===== src/hdl/gamepad_direction_repeat_filter_assert.svh =====
// Assertion macros for the gamepad direction repeat filter.
// Depends on signals clk and rst_n in the including module.
`ifndef GAMEPAD_DIRECTION_REPEAT_FILTER_ASSERT_SVH
`define GAMEPAD_DIRECTION_REPEAT_FILTER_ASSERT_SVH

// Same-cycle implication, held off during reset.
`define GDRF_ASSERT_NOW(label, ante, cons) \
  label: assert property (@(posedge clk) disable iff (!rst_n) (ante) |-> (cons)) \
    else $error("assertion failed: label");

// Next-cycle implication, held off during reset.
`define GDRF_ASSERT_NEXT(label, ante, cons) \
  label: assert property (@(posedge clk) disable iff (!rst_n) (ante) |=> (cons)) \
    else $error("assertion failed: label");

`endif


===== src/hdl/gdrf_pkg.sv =====
// Package for the gamepad direction repeat filter: payload types, key codes,
// register indexes, rumble levels and stick helper functions. No dependencies.
package gdrf_pkg;

  // Key codes of the result channel
  typedef enum logic [3:0] {
    KEY_IDLE         = 4'd0,
    KEY_MOVE_UP      = 4'd1,
    KEY_MOVE_DOWN    = 4'd2,
    KEY_MOVE_LEFT    = 4'd3,
    KEY_MOVE_RIGHT   = 4'd4,
    KEY_ACTION_UP    = 4'd5,
    KEY_ACTION_DOWN  = 4'd6,
    KEY_ACTION_LEFT  = 4'd7,
    KEY_ACTION_RIGHT = 4'd8,
    KEY_PREV         = 4'd9,
    KEY_NEXT         = 4'd10,
    KEY_MENU_PAUSE   = 4'd11
  } key_code_t;

  // Configuration register indexes
  localparam int unsigned CFG_ADDR_W = 2;
  localparam int unsigned CFG_DATA_W = 15;
  localparam logic [CFG_ADDR_W-1:0] CFG_LEFT_DEAD_ZONE  = 2'd0;
  localparam logic [CFG_ADDR_W-1:0] CFG_RIGHT_DEAD_ZONE = 2'd1;
  localparam logic [CFG_ADDR_W-1:0] CFG_REPEAT_DELAY    = 2'd2;
  localparam logic [CFG_ADDR_W-1:0] CFG_RUMBLE_HOLD     = 2'd3;

  // Register reset values
  localparam logic [14:0] LEFT_DEAD_ZONE_RST  = 15'd7849;
  localparam logic [14:0] RIGHT_DEAD_ZONE_RST = 15'd8689;
  localparam logic [7:0]  REPEAT_DELAY_RST    = 8'd10;
  localparam logic [7:0]  RUMBLE_HOLD_RST     = 8'd17;

  // Motor levels: intensity times the level unit
  localparam int unsigned LEVEL_UNIT       = 655;
  localparam int unsigned ACTION_INTENSITY = 15;
  localparam int unsigned PAUSE_INTENSITY  = 50;
  localparam logic [15:0] ACTION_LEVEL = 16'(ACTION_INTENSITY * LEVEL_UNIT);
  localparam logic [15:0] PAUSE_LEVEL  = 16'(PAUSE_INTENSITY * LEVEL_UNIT);

  typedef struct packed {
    logic               connected;
    logic signed [15:0] left_x;
    logic signed [15:0] left_y;
    logic signed [15:0] right_x;
    logic signed [15:0] right_y;
    logic               left_shoulder;
    logic               right_shoulder;
    logic               start_button;
    logic               a_button;
  } in_item_t;

  typedef struct packed {
    key_code_t   key_code;
    logic        rumble_start;
    logic [15:0] motor_level;
    logic        rumble_stop;
  } out_item_t;

  // True when an axis lies strictly inside +/- dz
  function automatic logic in_dead_zone(logic signed [15:0] v, logic [14:0] dz);
    logic signed [16:0] sv;
    logic signed [16:0] dzp;
    logic signed [16:0] dzn;
    sv  = {v[15], v};
    dzp = {2'b00, dz};
    dzn = -dzp;
    return (sv < dzp) && (sv > dzn);
  endfunction

  // Axis magnitude; 17 bits so that -32768 fits
  function automatic logic [16:0] axis_mag(logic signed [15:0] v);
    logic signed [16:0] sv;
    sv = {v[15], v};
    return sv[16] ? 17'(-sv) : 17'(sv);
  endfunction

endpackage


===== src/hdl/gamepad_direction_repeat_filter.sv =====
// Gamepad direction repeat filter, top level.
// Uses gdrf_pkg and gamepad_direction_repeat_filter_assert.svh.
//
// Usage:
//   Input channel in_valid/in_stall/in_item carries one controller poll per
//   transfer; the result channel out_valid/out_stall/out_item returns exactly
//   one result (key code, rumble start with motor level, rumble stop) per poll,
//   in order. A transfer happens when valid is high and stall is low.
//   The configuration port writes register cfg_addr with cfg_wdata when cfg_we
//   is high: 0 left dead zone, 1 right dead zone, 2 repeat delay, 3 rumble hold.
//   Write registers only while no poll is in flight.
//   Path: a poll taken into the input register goes through the key/filter
//   logic into the result register, from which it transfers.
//   Throughput: one poll per cycle while the receiver does not stall; the
//   filter and rumble counters update as a poll moves into the result register.
//   Reset (rst_n low at a clock edge) empties both stages, clears the last key
//   and both counters, and loads the register defaults.
//   When the receiver stalls, the result register holds; the input register
//   keeps taking one more poll, then in_stall rises until the result moves.
module gamepad_direction_repeat_filter (
  input  logic                                clk,
  input  logic                                rst_n,
  input  logic                                in_valid,
  output logic                                in_stall,
  input  gdrf_pkg::in_item_t                  in_item,
  output logic                                out_valid,
  input  logic                                out_stall,
  output gdrf_pkg::out_item_t                 out_item,
  input  logic                                cfg_we,
  input  logic [gdrf_pkg::CFG_ADDR_W-1:0]     cfg_addr,
  input  logic [gdrf_pkg::CFG_DATA_W-1:0]     cfg_wdata
);
  import gdrf_pkg::*;

  `include "gamepad_direction_repeat_filter_assert.svh"

  // Configuration registers
  logic [14:0] left_dead_zone_r;
  logic [14:0] right_dead_zone_r;
  logic [7:0]  repeat_delay_r;
  logic [7:0]  rumble_hold_r;

  // Filter state
  key_code_t   last_key_r, last_key_nxt;
  logic [7:0]  repeat_count_r, repeat_count_nxt;
  logic [7:0]  rumble_count_r, rumble_count_nxt;

  // Pipeline registers
  logic        s1_valid_r;
  in_item_t    s1_item_r;
  logic        out_valid_r;
  out_item_t   out_item_r, out_item_nxt;

  logic        advance;
  logic        in_take;
  logic        passed;

  assign advance  = s1_valid_r && (!out_valid_r || !out_stall);
  assign in_stall = s1_valid_r && !advance;
  assign in_take  = in_valid && !in_stall;

  assign out_valid = out_valid_r;
  assign out_item  = out_item_r;

  // Write configuration registers
  always_ff @(posedge clk) begin
    if (!rst_n) begin
      left_dead_zone_r  <= LEFT_DEAD_ZONE_RST;
      right_dead_zone_r <= RIGHT_DEAD_ZONE_RST;
      repeat_delay_r    <= REPEAT_DELAY_RST;
      rumble_hold_r     <= RUMBLE_HOLD_RST;
    end else if (cfg_we) begin
      unique case (cfg_addr)
        CFG_LEFT_DEAD_ZONE:  left_dead_zone_r  <= cfg_wdata;
        CFG_RIGHT_DEAD_ZONE: right_dead_zone_r <= cfg_wdata;
        CFG_REPEAT_DELAY:    repeat_delay_r    <= cfg_wdata[7:0];
        CFG_RUMBLE_HOLD:     rumble_hold_r     <= cfg_wdata[7:0];
        default: ;
      endcase
    end
  end

  // Decode the poll, run the repeat filter and the rumble hold counter
  always_comb begin
    logic        left_zero;
    logic        right_zero;
    logic        left_act;
    logic        right_act;
    key_code_t   key;
    logic        start;
    logic [15:0] level;
    logic        stop;
    logic [7:0]  rumble_base;

    left_zero  = in_dead_zone(s1_item_r.left_x, left_dead_zone_r) &&
                 in_dead_zone(s1_item_r.left_y, left_dead_zone_r);
    right_zero = in_dead_zone(s1_item_r.right_x, right_dead_zone_r) &&
                 in_dead_zone(s1_item_r.right_y, right_dead_zone_r);
    left_act   = !left_zero && (s1_item_r.left_x != 16'sd0 || s1_item_r.left_y != 16'sd0);
    right_act  = !right_zero &&
                 (s1_item_r.right_x != 16'sd0 || s1_item_r.right_y != 16'sd0);

    key   = KEY_IDLE;
    start = 1'b0;
    level = 16'd0;
    stop  = 1'b0;

    // Pick the raw key by priority
    if (s1_item_r.connected) begin
      priority if (left_act) begin
        if (axis_mag(s1_item_r.left_x) > axis_mag(s1_item_r.left_y)) begin
          key = s1_item_r.left_x[15] ? KEY_MOVE_LEFT : KEY_MOVE_RIGHT;
        end else begin
          key = s1_item_r.left_y[15] ? KEY_MOVE_DOWN : KEY_MOVE_UP;
        end
      end else if (right_act) begin
        start = 1'b1;
        level = ACTION_LEVEL;
        if (axis_mag(s1_item_r.right_x) > axis_mag(s1_item_r.right_y)) begin
          key = s1_item_r.right_x[15] ? KEY_ACTION_LEFT : KEY_ACTION_RIGHT;
        end else begin
          key = (s1_item_r.right_y > 16'sd0) ? KEY_ACTION_DOWN : KEY_ACTION_UP;
        end
      end else if (s1_item_r.left_shoulder) begin
        key = KEY_PREV;
      end else if (s1_item_r.right_shoulder) begin
        key = KEY_NEXT;
      end else if (s1_item_r.start_button || s1_item_r.a_button) begin
        start = 1'b1;
        level = PAUSE_LEVEL;
        key   = KEY_MENU_PAUSE;
      end else begin
        key = KEY_IDLE;
      end
    end

    // Repeat filter: pass a new key, or any key once the delay has run out
    last_key_nxt     = last_key_r;
    repeat_count_nxt = repeat_count_r;
    passed           = 1'b0;
    if (repeat_count_r == 8'd0 || key != last_key_r) begin
      if (key != KEY_IDLE) begin
        last_key_nxt     = key;
        repeat_count_nxt = repeat_delay_r;
        passed           = 1'b1;
      end
    end else begin
      repeat_count_nxt = repeat_count_r - 8'd1;
    end

    // Rumble hold: load on start, count down only on polls that pass no key
    rumble_base      = start ? rumble_hold_r : rumble_count_r;
    rumble_count_nxt = rumble_base;
    if (!passed) begin
      if (rumble_base == 8'd1) begin
        rumble_count_nxt = 8'd0;
        stop             = 1'b1;
      end else if (rumble_base > 8'd1) begin
        rumble_count_nxt = rumble_base - 8'd1;
      end
    end

    out_item_nxt.key_code     = passed ? key : KEY_IDLE;
    out_item_nxt.rumble_start = start;
    out_item_nxt.motor_level  = level;
    out_item_nxt.rumble_stop  = stop;
  end

  // Advance the control state
  always_ff @(posedge clk) begin
    if (!rst_n) begin
      s1_valid_r     <= 1'b0;
      out_valid_r    <= 1'b0;
      last_key_r     <= KEY_IDLE;
      repeat_count_r <= 8'd0;
      rumble_count_r <= 8'd0;
    end else begin
      if (in_take) begin
        s1_valid_r <= 1'b1;
      end else if (advance) begin
        s1_valid_r <= 1'b0;
      end
      if (advance) begin
        out_valid_r    <= 1'b1;
        last_key_r     <= last_key_nxt;
        repeat_count_r <= repeat_count_nxt;
        rumble_count_r <= rumble_count_nxt;
      end else if (!out_stall) begin
        out_valid_r <= 1'b0;
      end
    end
  end

  // Hold payloads unless a transfer moves them
  always_ff @(posedge clk) begin
    if (in_take) begin
      s1_item_r <= in_item;
    end
    if (advance) begin
      out_item_r <= out_item_nxt;
    end
  end

  // Checks on the filter and pipeline
  `GDRF_ASSERT_NOW(a_stall_needs_item, !s1_valid_r, !in_stall)
  `GDRF_ASSERT_NOW(a_key_is_last, out_valid_r && out_item_r.key_code != KEY_IDLE,
                   last_key_r == out_item_r.key_code)
  `GDRF_ASSERT_NEXT(a_pass_loads_delay, advance && passed,
                    repeat_count_r == $past(repeat_delay_r))
  `GDRF_ASSERT_NEXT(a_stop_clears_hold, advance && out_item_nxt.rumble_stop,
                    rumble_count_r == 8'd0 && out_valid_r && out_item_r.rumble_stop)

endmodule


===== config.mk =====
export PLATFORM = sky130hd
export DESIGN_NAME = gamepad_direction_repeat_filter
export DESIGN_NICKNAME = d
export VERILOG_FILES = /design/src/hdl/gdrf_pkg.sv /design/src/hdl/gamepad_direction_repeat_filter.sv
export VERILOG_INCLUDE_DIRS = /design/src /design/src/hdl
export SDC_FILE = /design/constraint.sdc
export NUM_CORES = 1
export LEC_CHECK = 0
export CORE_ASPECT_RATIO = 1.5
export CORE_MARGIN = 2
export CORE_UTILIZATION = 40
export DETAILED_ROUTE_END_ITERATION = 8
export DONT_BUFFER_PORTS = 1
export PLACE_DENSITY = 0.51
export SYNTH_ARGS = -nofsm -noshare
export SYNTH_HDL_FRONTEND = slang
export SYNTH_SLANG_ARGS = --single-unit
export TNS_END_PERCENT = 10

===== constraint.sdc =====
create_clock -name clk -period 7.8 [get_ports clk]
set_input_delay 1.56 -clock clk [delete_from_list [all_inputs] [get_ports clk]]
set_output_delay 1.56 -clock clk [all_outputs]
set_load 0.1 [all_outputs]

==> results of run 1 <==
[synthesized netlist by cell type, drive strengths merged (28+ instances only)]
| cell | number |
|---|---|
| ha | 164 |
| nand2 | 146 |
| edfxtp | 78 |
| inv | 71 |
| dfxtp | 68 |
| nor2 | 61 |
| o21ai | 55 |
| a21oi | 54 |
| xnor2 | 49 |
| a21boi | 32 |
| clkbuf | 31 |
| nor3 | 29 |
| o211ai | 29 |
| xor2 | 29 |
| nand4 | 28 |
[kinds of logic (layout without fill, tap and decap cells)]
logic type	count (synthesis)	in the layout	synth area share [%]
AND/OR/NAND/NOR	413	413	18.0
flip-flops	146	146	31.7
XOR/XNOR	81	81	6.42
adder cells (fa/ha/maj)	164	164	17.6
other	2	6	0.0643
buffers and inverters	128	115	4.81
multiplexers	26	26	2.32
AO/OA/AOI/OAI	321	321	19.1
[power by group through the flow]
stage | combinational [mW] | clock (mW) | sequential, mW
final | 0.625 | 0.812 | 0.948
after global routing | 0.702 | 0.864 | 0.955
after CTS | 0.627 | 0.838 | 0.948
after detailed placement | 0.623 | 0 | 0.964
after global placement | 0.618 | 0 | 0.964
after floorplan | 0.514 | 0 | 0.939
[layer usage]
| layer | global-route usage [%] | share of wire, % | up-vias |
|---|---|---|---|
| li1 | - | - | 4709 |
| met1 | 23.9 | 40 | 4439 |
| met2 | 40.0 | 51 | 217 |
| met3 | 5.00 | 4.5 | 77 |
| met4 | 12.6 | 5.0 | 2 |
| met5 | 0 | 0.033 | - |
[registers in the layout, summed over array words and instances (netlist names)]
signal,flops
last_key_r,4
left_dead_zone_r,15
out_item,9
out_valid,1
repeat_count_r,8
repeat_delay_r,8
right_dead_zone_r,15
rumble_count_r,8
rumble_hold_r,8
s1_item_r,69
s1_valid_r,1
[worst register-to-register path: stages, from the launching register on]
cell	delay [ps]
edfxtp_1	490
or4_1	580
or3_1	370
or3_1	370
or3_1	360
or4_1	520
ha_1	310
nand2_1	50
o21a_1	190
mux2_2	260
a41o_1	300
nor2_1	190
nand2_1	110
o32a_1	180
a41oi_1	230
nor3_1	70
and4b_1	490
o31ai_2	860
or3b_1	420
o211ai_1	90
[worst min-delay path by stage]
stage	end	slack, ps
after floorplan	repeat_delay_r[3]$_SDFFE_PN1P_	440
after global placement	left_dead_zone_r[13]$_SDFFE_PN0P_	450
after detailed placement	repeat_delay_r[4]$_SDFFE_PN0P_	460
after CTS	repeat_delay_r[4]$_SDFFE_PN0P_	470
after global routing	repeat_delay_r[2]$_SDFFE_PN0P_	510
final	repeat_delay_r[4]$_SDFFE_PN0P_	480
[metrics by stage]
stage	std cells	area, sq um	total power [mW]	worst slack [ps]
after floorplan	1285	11700	1.45	2000
after global routing	1662	12600	2.52	825
after CTS	1662	12600	2.41	1280
after global placement	1630	12100	1.58	1320
final	1662	12600	2.39	1300
after detailed placement	1630	12100	1.59	1330
[cell type report]
class                           count  share of cell area (%)
Clock buffer                       18                    3.57
Clock inverter                     14                   0.922
Inverter                           72                    2.14
Multi-Input combinational cell   1011                    59.0
Sequential cell                   146                    29.3
Tap cell                          390                    3.87
Timing Repair Buffer               11                    1.13
==> impl_metrics.csv, run 1 <==
group,metric,value,unit
critical_path,cp-end-kind,"register",
critical_path,cp.required,8170,ps
drt,wl_per_cell,19.9,microns
timing,rsz0062_at_grt,"false",
synth,synth_top_area_share,20.0,%
grt,grt_max_degree,70,
cts,numCtsBuffers,17,
floorplan,die_width,144,microns
worst_hold_path,hp-class,"reg -> reg",
drt,num_vias,9444,
cts,clock_path_buffers,2,
pwr,p_leak,5.08,nW
timing,fmax,0.154,GHz
cells_and_area,final_cell_mix,"ha_1 (164), nand2_1 (146), edfxtp_1 (78)",
critical_path,crit_path_start,"s1_item_r[40]$_DFFE_PP_",
grt,grt_first_pass_wirelength,51500,microns
cts,clk_pin_slew,70,ps
drt,drt_iter0_markers,438,
cts,cts-resized-gates,0,
cts,cts_hold_buf,0,
critical_path,endpoint,"rumble_count_r[4]$_SDFFE_PN0P_",
worst_hold_path,min_from,"repeat_delay_r[4]$_SDFFE_PN0P_",
floorplan,die_h,213,microns
floorplan,fp.dieArea,0.0306,sq mm
cells_and_area,final_common_cell,"ha_1",
grt,overflow,0,
cells_and_area,syn_to_final_growth,7.99,%
timing,period_share,83.3,%
timing,slew_viol_final,0,
pwr,clkPwrFrac,34.0,%
critical_path,path_class,"reg -> reg",
timing,clock-skew-final,11.0,ps
floorplan,num_rows,76,
cts,cts.sinks,146,
cells_and_area,finish.utilization,43.9,%
cts,postCtsSetupRepairBufs,0,
critical_path,path_buf_inv,0,
flow_run,drv_cap,0,
synth,synth_seq_area_share,31.7,%
cts,cts_tree,"yes",
synth,avgSynthCellArea,9.12,sq um
critical_path,reg2reg_to,"rumble_count_r[4]$_SDFFE_PN0P_",
cells_and_area,nFillCells,2907,
floorplan,top_level_ports,115,
timing,period_needed,6500,ps
timing,tightest_slew,1110,ps
floorplan,fp.coreArea,0.0287,sq mm
pwr,pwr-share-comb,26.2,%
synth,yosysUniqueCellTypes,83,
placement,port_buffers,0,
critical_path,cp_cell_sequence,"or4_1 -> or3_1 -> or3_1 -> or3_1 -> or4_1 -> ha_1 -> nand2_1 -> o21a_1 -> mux2_2 -> a41o_1 -> nor2_1 -> nand2_1 -> o32a_1 -> a41oi_1 -> nor3_1 -> and4b_1 -> o31ai_2 -> or3b_1 -> o211ai_1",
drt,drtPass1Iterations,5,
critical_path,crit_top_cell,"or3_1",
cells_and_area,nNetsFinal,1514,
cts,root_buffer,"clkbuf_16",
pwr,power_density,189,mW/mm^2
critical_path,rrSetupSlack,1300,ps
cells_and_area,regArea,0.00370,sq mm
timing,setup_viol,0,
critical_path,rr_worst_depth,19,
pwr,pwr-share-seq,39.7,%
synth,synthTopCellsByArea,"edfxtp_1 (20%), ha_1 (18%), dfxtp_1 (12%)",
critical_path,path_depth,19,
grt,grt_pass1_vias,9554,
placement,place.gp.congestion,0.899,
synth,yosysWarningCount,0,
synth,synth.cell_area,0.0117,sq mm
pwr,sw_frac_of_total,35.1,%
timing,fin_tns_setup,0,ps
cells_and_area,multiInputGateArea,0.00745,sq mm
drt,viasPerCell,5.68,
cells_and_area,drive_gt1_share,5.97,%
synth,synth_cells,1281,
synth,ys_ff_latch,146,
pwr,power_switching,0.836,mW
synth,async_reset_ff_share,0,%
drt,ant_nets,0,
critical_path,cp.arrival,6870,ps
critical_path,critical_path.top_delay_family,"simple AND/OR/NAND/NOR gates",
critical_path,timing.rr.start,"s1_item_r[40]$_DFFE_PP_",
synth,synth_ff_type,"edfxtp_1",
pwr,power.internal,1.55,mW
pwr,ir_worst_vdd,0.148,mV
cells_and_area,antenna_cells,0,
timing,slew_headroom,26.4,%
run_status,outcome,"finished clean",
cts,clock_latency,450,ps
drt,post-route-drc-count,0,
timing,holdWs,475,ps
cts,htreeDepth,4,
critical_path,cpMaxStageDelayCell,"o31ai_2",
synth,synth_edf_count,78,
timing,hold_violations,0,
synth,yosys.area.top_type,"edfxtp_1",
floorplan,initial_core_util,40.7,%
critical_path,crit_fanout,23,
critical_path,critPathMaxStageDelay,850,ps
worst_hold_path,min_path_cells,2,
critical_path,start_kind,"register",
grt,antenna_found_initial,1,
grt,grt_usage,22.3,%
placement,hpwlAfterDp,26200,microns
drt,routed_wl,33100,microns
(Power assumes the default switching activity.)
==> inputs of run 2 (changes only) <==
==> constraint.sdc (replaced) <==
create_clock -name clk -period 6.2 [get_ports clk]
set_input_delay 1.24 -clock clk [delete_from_list [all_inputs] [get_ports clk]]
set_output_delay 1.24 -clock clk [all_outputs]
set_load 0.1 [all_outputs]
==> run 2 against run 1 <==
Effect of this change: worst setup slack worse by 980 ps; non-clock buffer count up 21; largest power group unchanged; cell area up 1.7%; largest cell class unchanged; first-iteration DRC count down 5.5%; critical path type unchanged; critical endpoint unchanged; wire length up 2.2%; critical path depth up 1; global-route usage up 0.44 points; highest routed layer unchanged.
==> impl_metrics.csv, run 2 (same netlist as run 1, synthesis figures left out) <==
group,metric,value,unit
run_status,outcome,"finished clean",
grt,grt_max_degree,65,
cts,cts.sinks,146,
grt,grt_first_pass_wirelength,52400,microns
drt,routed_wl,33800,microns
pwr,power_density,239,mW/mm^2
floorplan,initial_core_util,40.7,%
critical_path,critPathMaxStageDelay,590,ps
placement,port_buffers,0,
grt,grt_pass1_vias,9743,
critical_path,cp-end-kind,"register",
floorplan,die_h,213,microns
cts,numCtsBuffers,17,
timing,holdWs,468,ps
pwr,p_leak,5.21,nW
cells_and_area,largestRegisters,"s1_item_r (69), left_dead_zone_r (15), right_dead_zone_r (15)",
floorplan,die_width,144,microns
placement,place.gp.congestion,0.929,
cts,htreeDepth,4,
floorplan,fp.coreArea,0.0287,sq mm
timing,fin_tns_setup,0,ps
timing,worst_slack,327,ps
critical_path,start_kind,"register",
drt,post-route-drc-count,0,
critical_path,cpMaxStageDelayCell,"or4_1",
cells_and_area,syn_to_final_growth,9.81,%
drt,drtPass1Iterations,5,
timing,fmax,0.170,GHz
worst_hold_path,hp-class,"reg -> reg",
cts,cts_hold_buf,0,
drt,wl_per_cell,20.1,microns
critical_path,cp.required,6580,ps
critical_path,path_class,"reg -> reg",
timing,slew_viol_final,0,
cts,clock_path_buffers,2,
drt,ant_nets,0,
cts,root_buffer,"clkbuf_16",
critical_path,crit_top_cell,"or3_1",
cells_and_area,largest_reg_flops,69,
drt,num_vias,9553,
critical_path,cp.arrival,6250,ps
cts,clk_pin_slew,60,ps
timing,hold_violations,0,
timing,tightest_slew,1120,ps
critical_path,crit_fanout,12,
critical_path,cp_cell_sequence,"or4_1 -> or3_1 -> or3_1 -> or3_1 -> or4_1 -> ha_1 -> nand2_1 -> o21a_1 -> mux2_2 -> a41o_1 -> nor2_1 -> nand2_1 -> o32a_1 -> a41oi_1 -> nor3_1 -> and4b_2 -> o31ai_2 -> buf_4 -> or3b_1 -> o211ai_1",
grt,grt_usage,22.7,%
drt,drt_iter0_markers,414,
pwr,ir_worst_vdd,0.181,mV
cells_and_area,nFillCells,2852,
floorplan,fp.dieArea,0.0306,sq mm
cells_and_area,final_cell_mix,"ha_1 (164), nand2_1 (146), edfxtp_1 (78)",
cells_and_area,finish.utilization,44.7,%
floorplan,top_level_ports,115,
placement,hpwlAfterDp,27000,microns
drt,viasPerCell,5.68,
grt,overflow,0,
cells_and_area,antenna_cells,0,
cells_and_area,final-instance-count-excl-fill,1683,
floorplan,num_rows,76,
cells_and_area,nNetsFinal,1535,
timing,period_needed,5870,ps
timing,clock-skew-final,12.1,ps
timing,setup_viol,0,
cells_and_area,final_common_cell,"ha_1",
cells_and_area,top_register,"s1_item_r",
flow_run,drv_cap,0,
cells_and_area,drive_gt1_share,7.50,%
placement,dp_cells,1648,
timing,slew_headroom,26.1,%
cts,cts_tree,"yes",
timing,period_share,94.7,%
cts,clock_latency,460,ps
grt,antenna_found_initial,1,
placement,place_ws,279,ps
run 2: metal layers:
| layer | track usage [%] | wire length (microns) | up-vias |
|---|---|---|---|
| li1 | - | - | 4744 |
| met5 | 0 | 14 | - |
| met3 | 5.18 | 1500 | 83 |
| met1 | 24.2 | 13400 | 4515 |
| met4 | 13.7 | 1740 | 2 |
| met2 | 40.5 | 17200 | 209 |
run 2: path summary, 6_finish.rpt:
| check | from | to | slack, ps | depth (start not counted) |
|---|---|---|---|---|
| setup / recovery | s1_item_r[41]$_DFFE_PP_ | rumble_count_r[4]$_SDFFE_PN0P_ | 330 | 20 |
| hold / removal | left_dead_zone_r[13]$_SDFFE_PN0P_ | left_dead_zone_r[13]$_SDFFE_PN0P_ | 470 | 2 |
| setup reg to reg | s1_item_r[41]$_DFFE_PP_ | rumble_count_r[4]$_SDFFE_PN0P_ | 330 | 20 |
| hold reg to reg | left_dead_zone_r[13]$_SDFFE_PN0P_ | left_dead_zone_r[13]$_SDFFE_PN0P_ | 470 | 2 |
run 2: final cells by class:
class	instances	area [sq um]	share of cell area, %
repair buffers	32	300	2.34
inverters	72	270	2.11
clock inverters	8	58.8	0.458
flip-flops and latches	146	3700	28.9
clock buffers	24	537	4.18
multi-input cells	1011	7470	58.2
well taps	390	488	3.80
run 2: per-stage QoR:
step                power (mW)  area (sq um)
floorplan                 1.83         11700
global placement          2.01         12200
detailed placement        2.02         12200
CTS                       3.09         12800
global route              3.24         12800
finish                    3.07         12800
run 2: timing repair:
action,CTS,global route
endpoints found under the setup margin,0,13
buffers inserted,0,3
resized for setup,0,5
endpoints found under the hold margin,0,0
run 2: power by group:
group | internal (mW) | switching [mW] | leakage, nW
combinational | 0.340 | 0.476 | 3.60
clock | 0.611 | 0.448 | 0.297
sequential | 1.09 | 0.109 | 1.31
run 2: critical path: cells and delay by family, from the launching register on:
kind	cells	cell delay, ps
AND/OR/NAND/NOR	11	3330
AO/OA/AOI/OAI	6	1240
flip-flops	1	470
adder cells (fa/ha/maj)	1	310
multiplexers	1	260
buffers and inverters	1	210
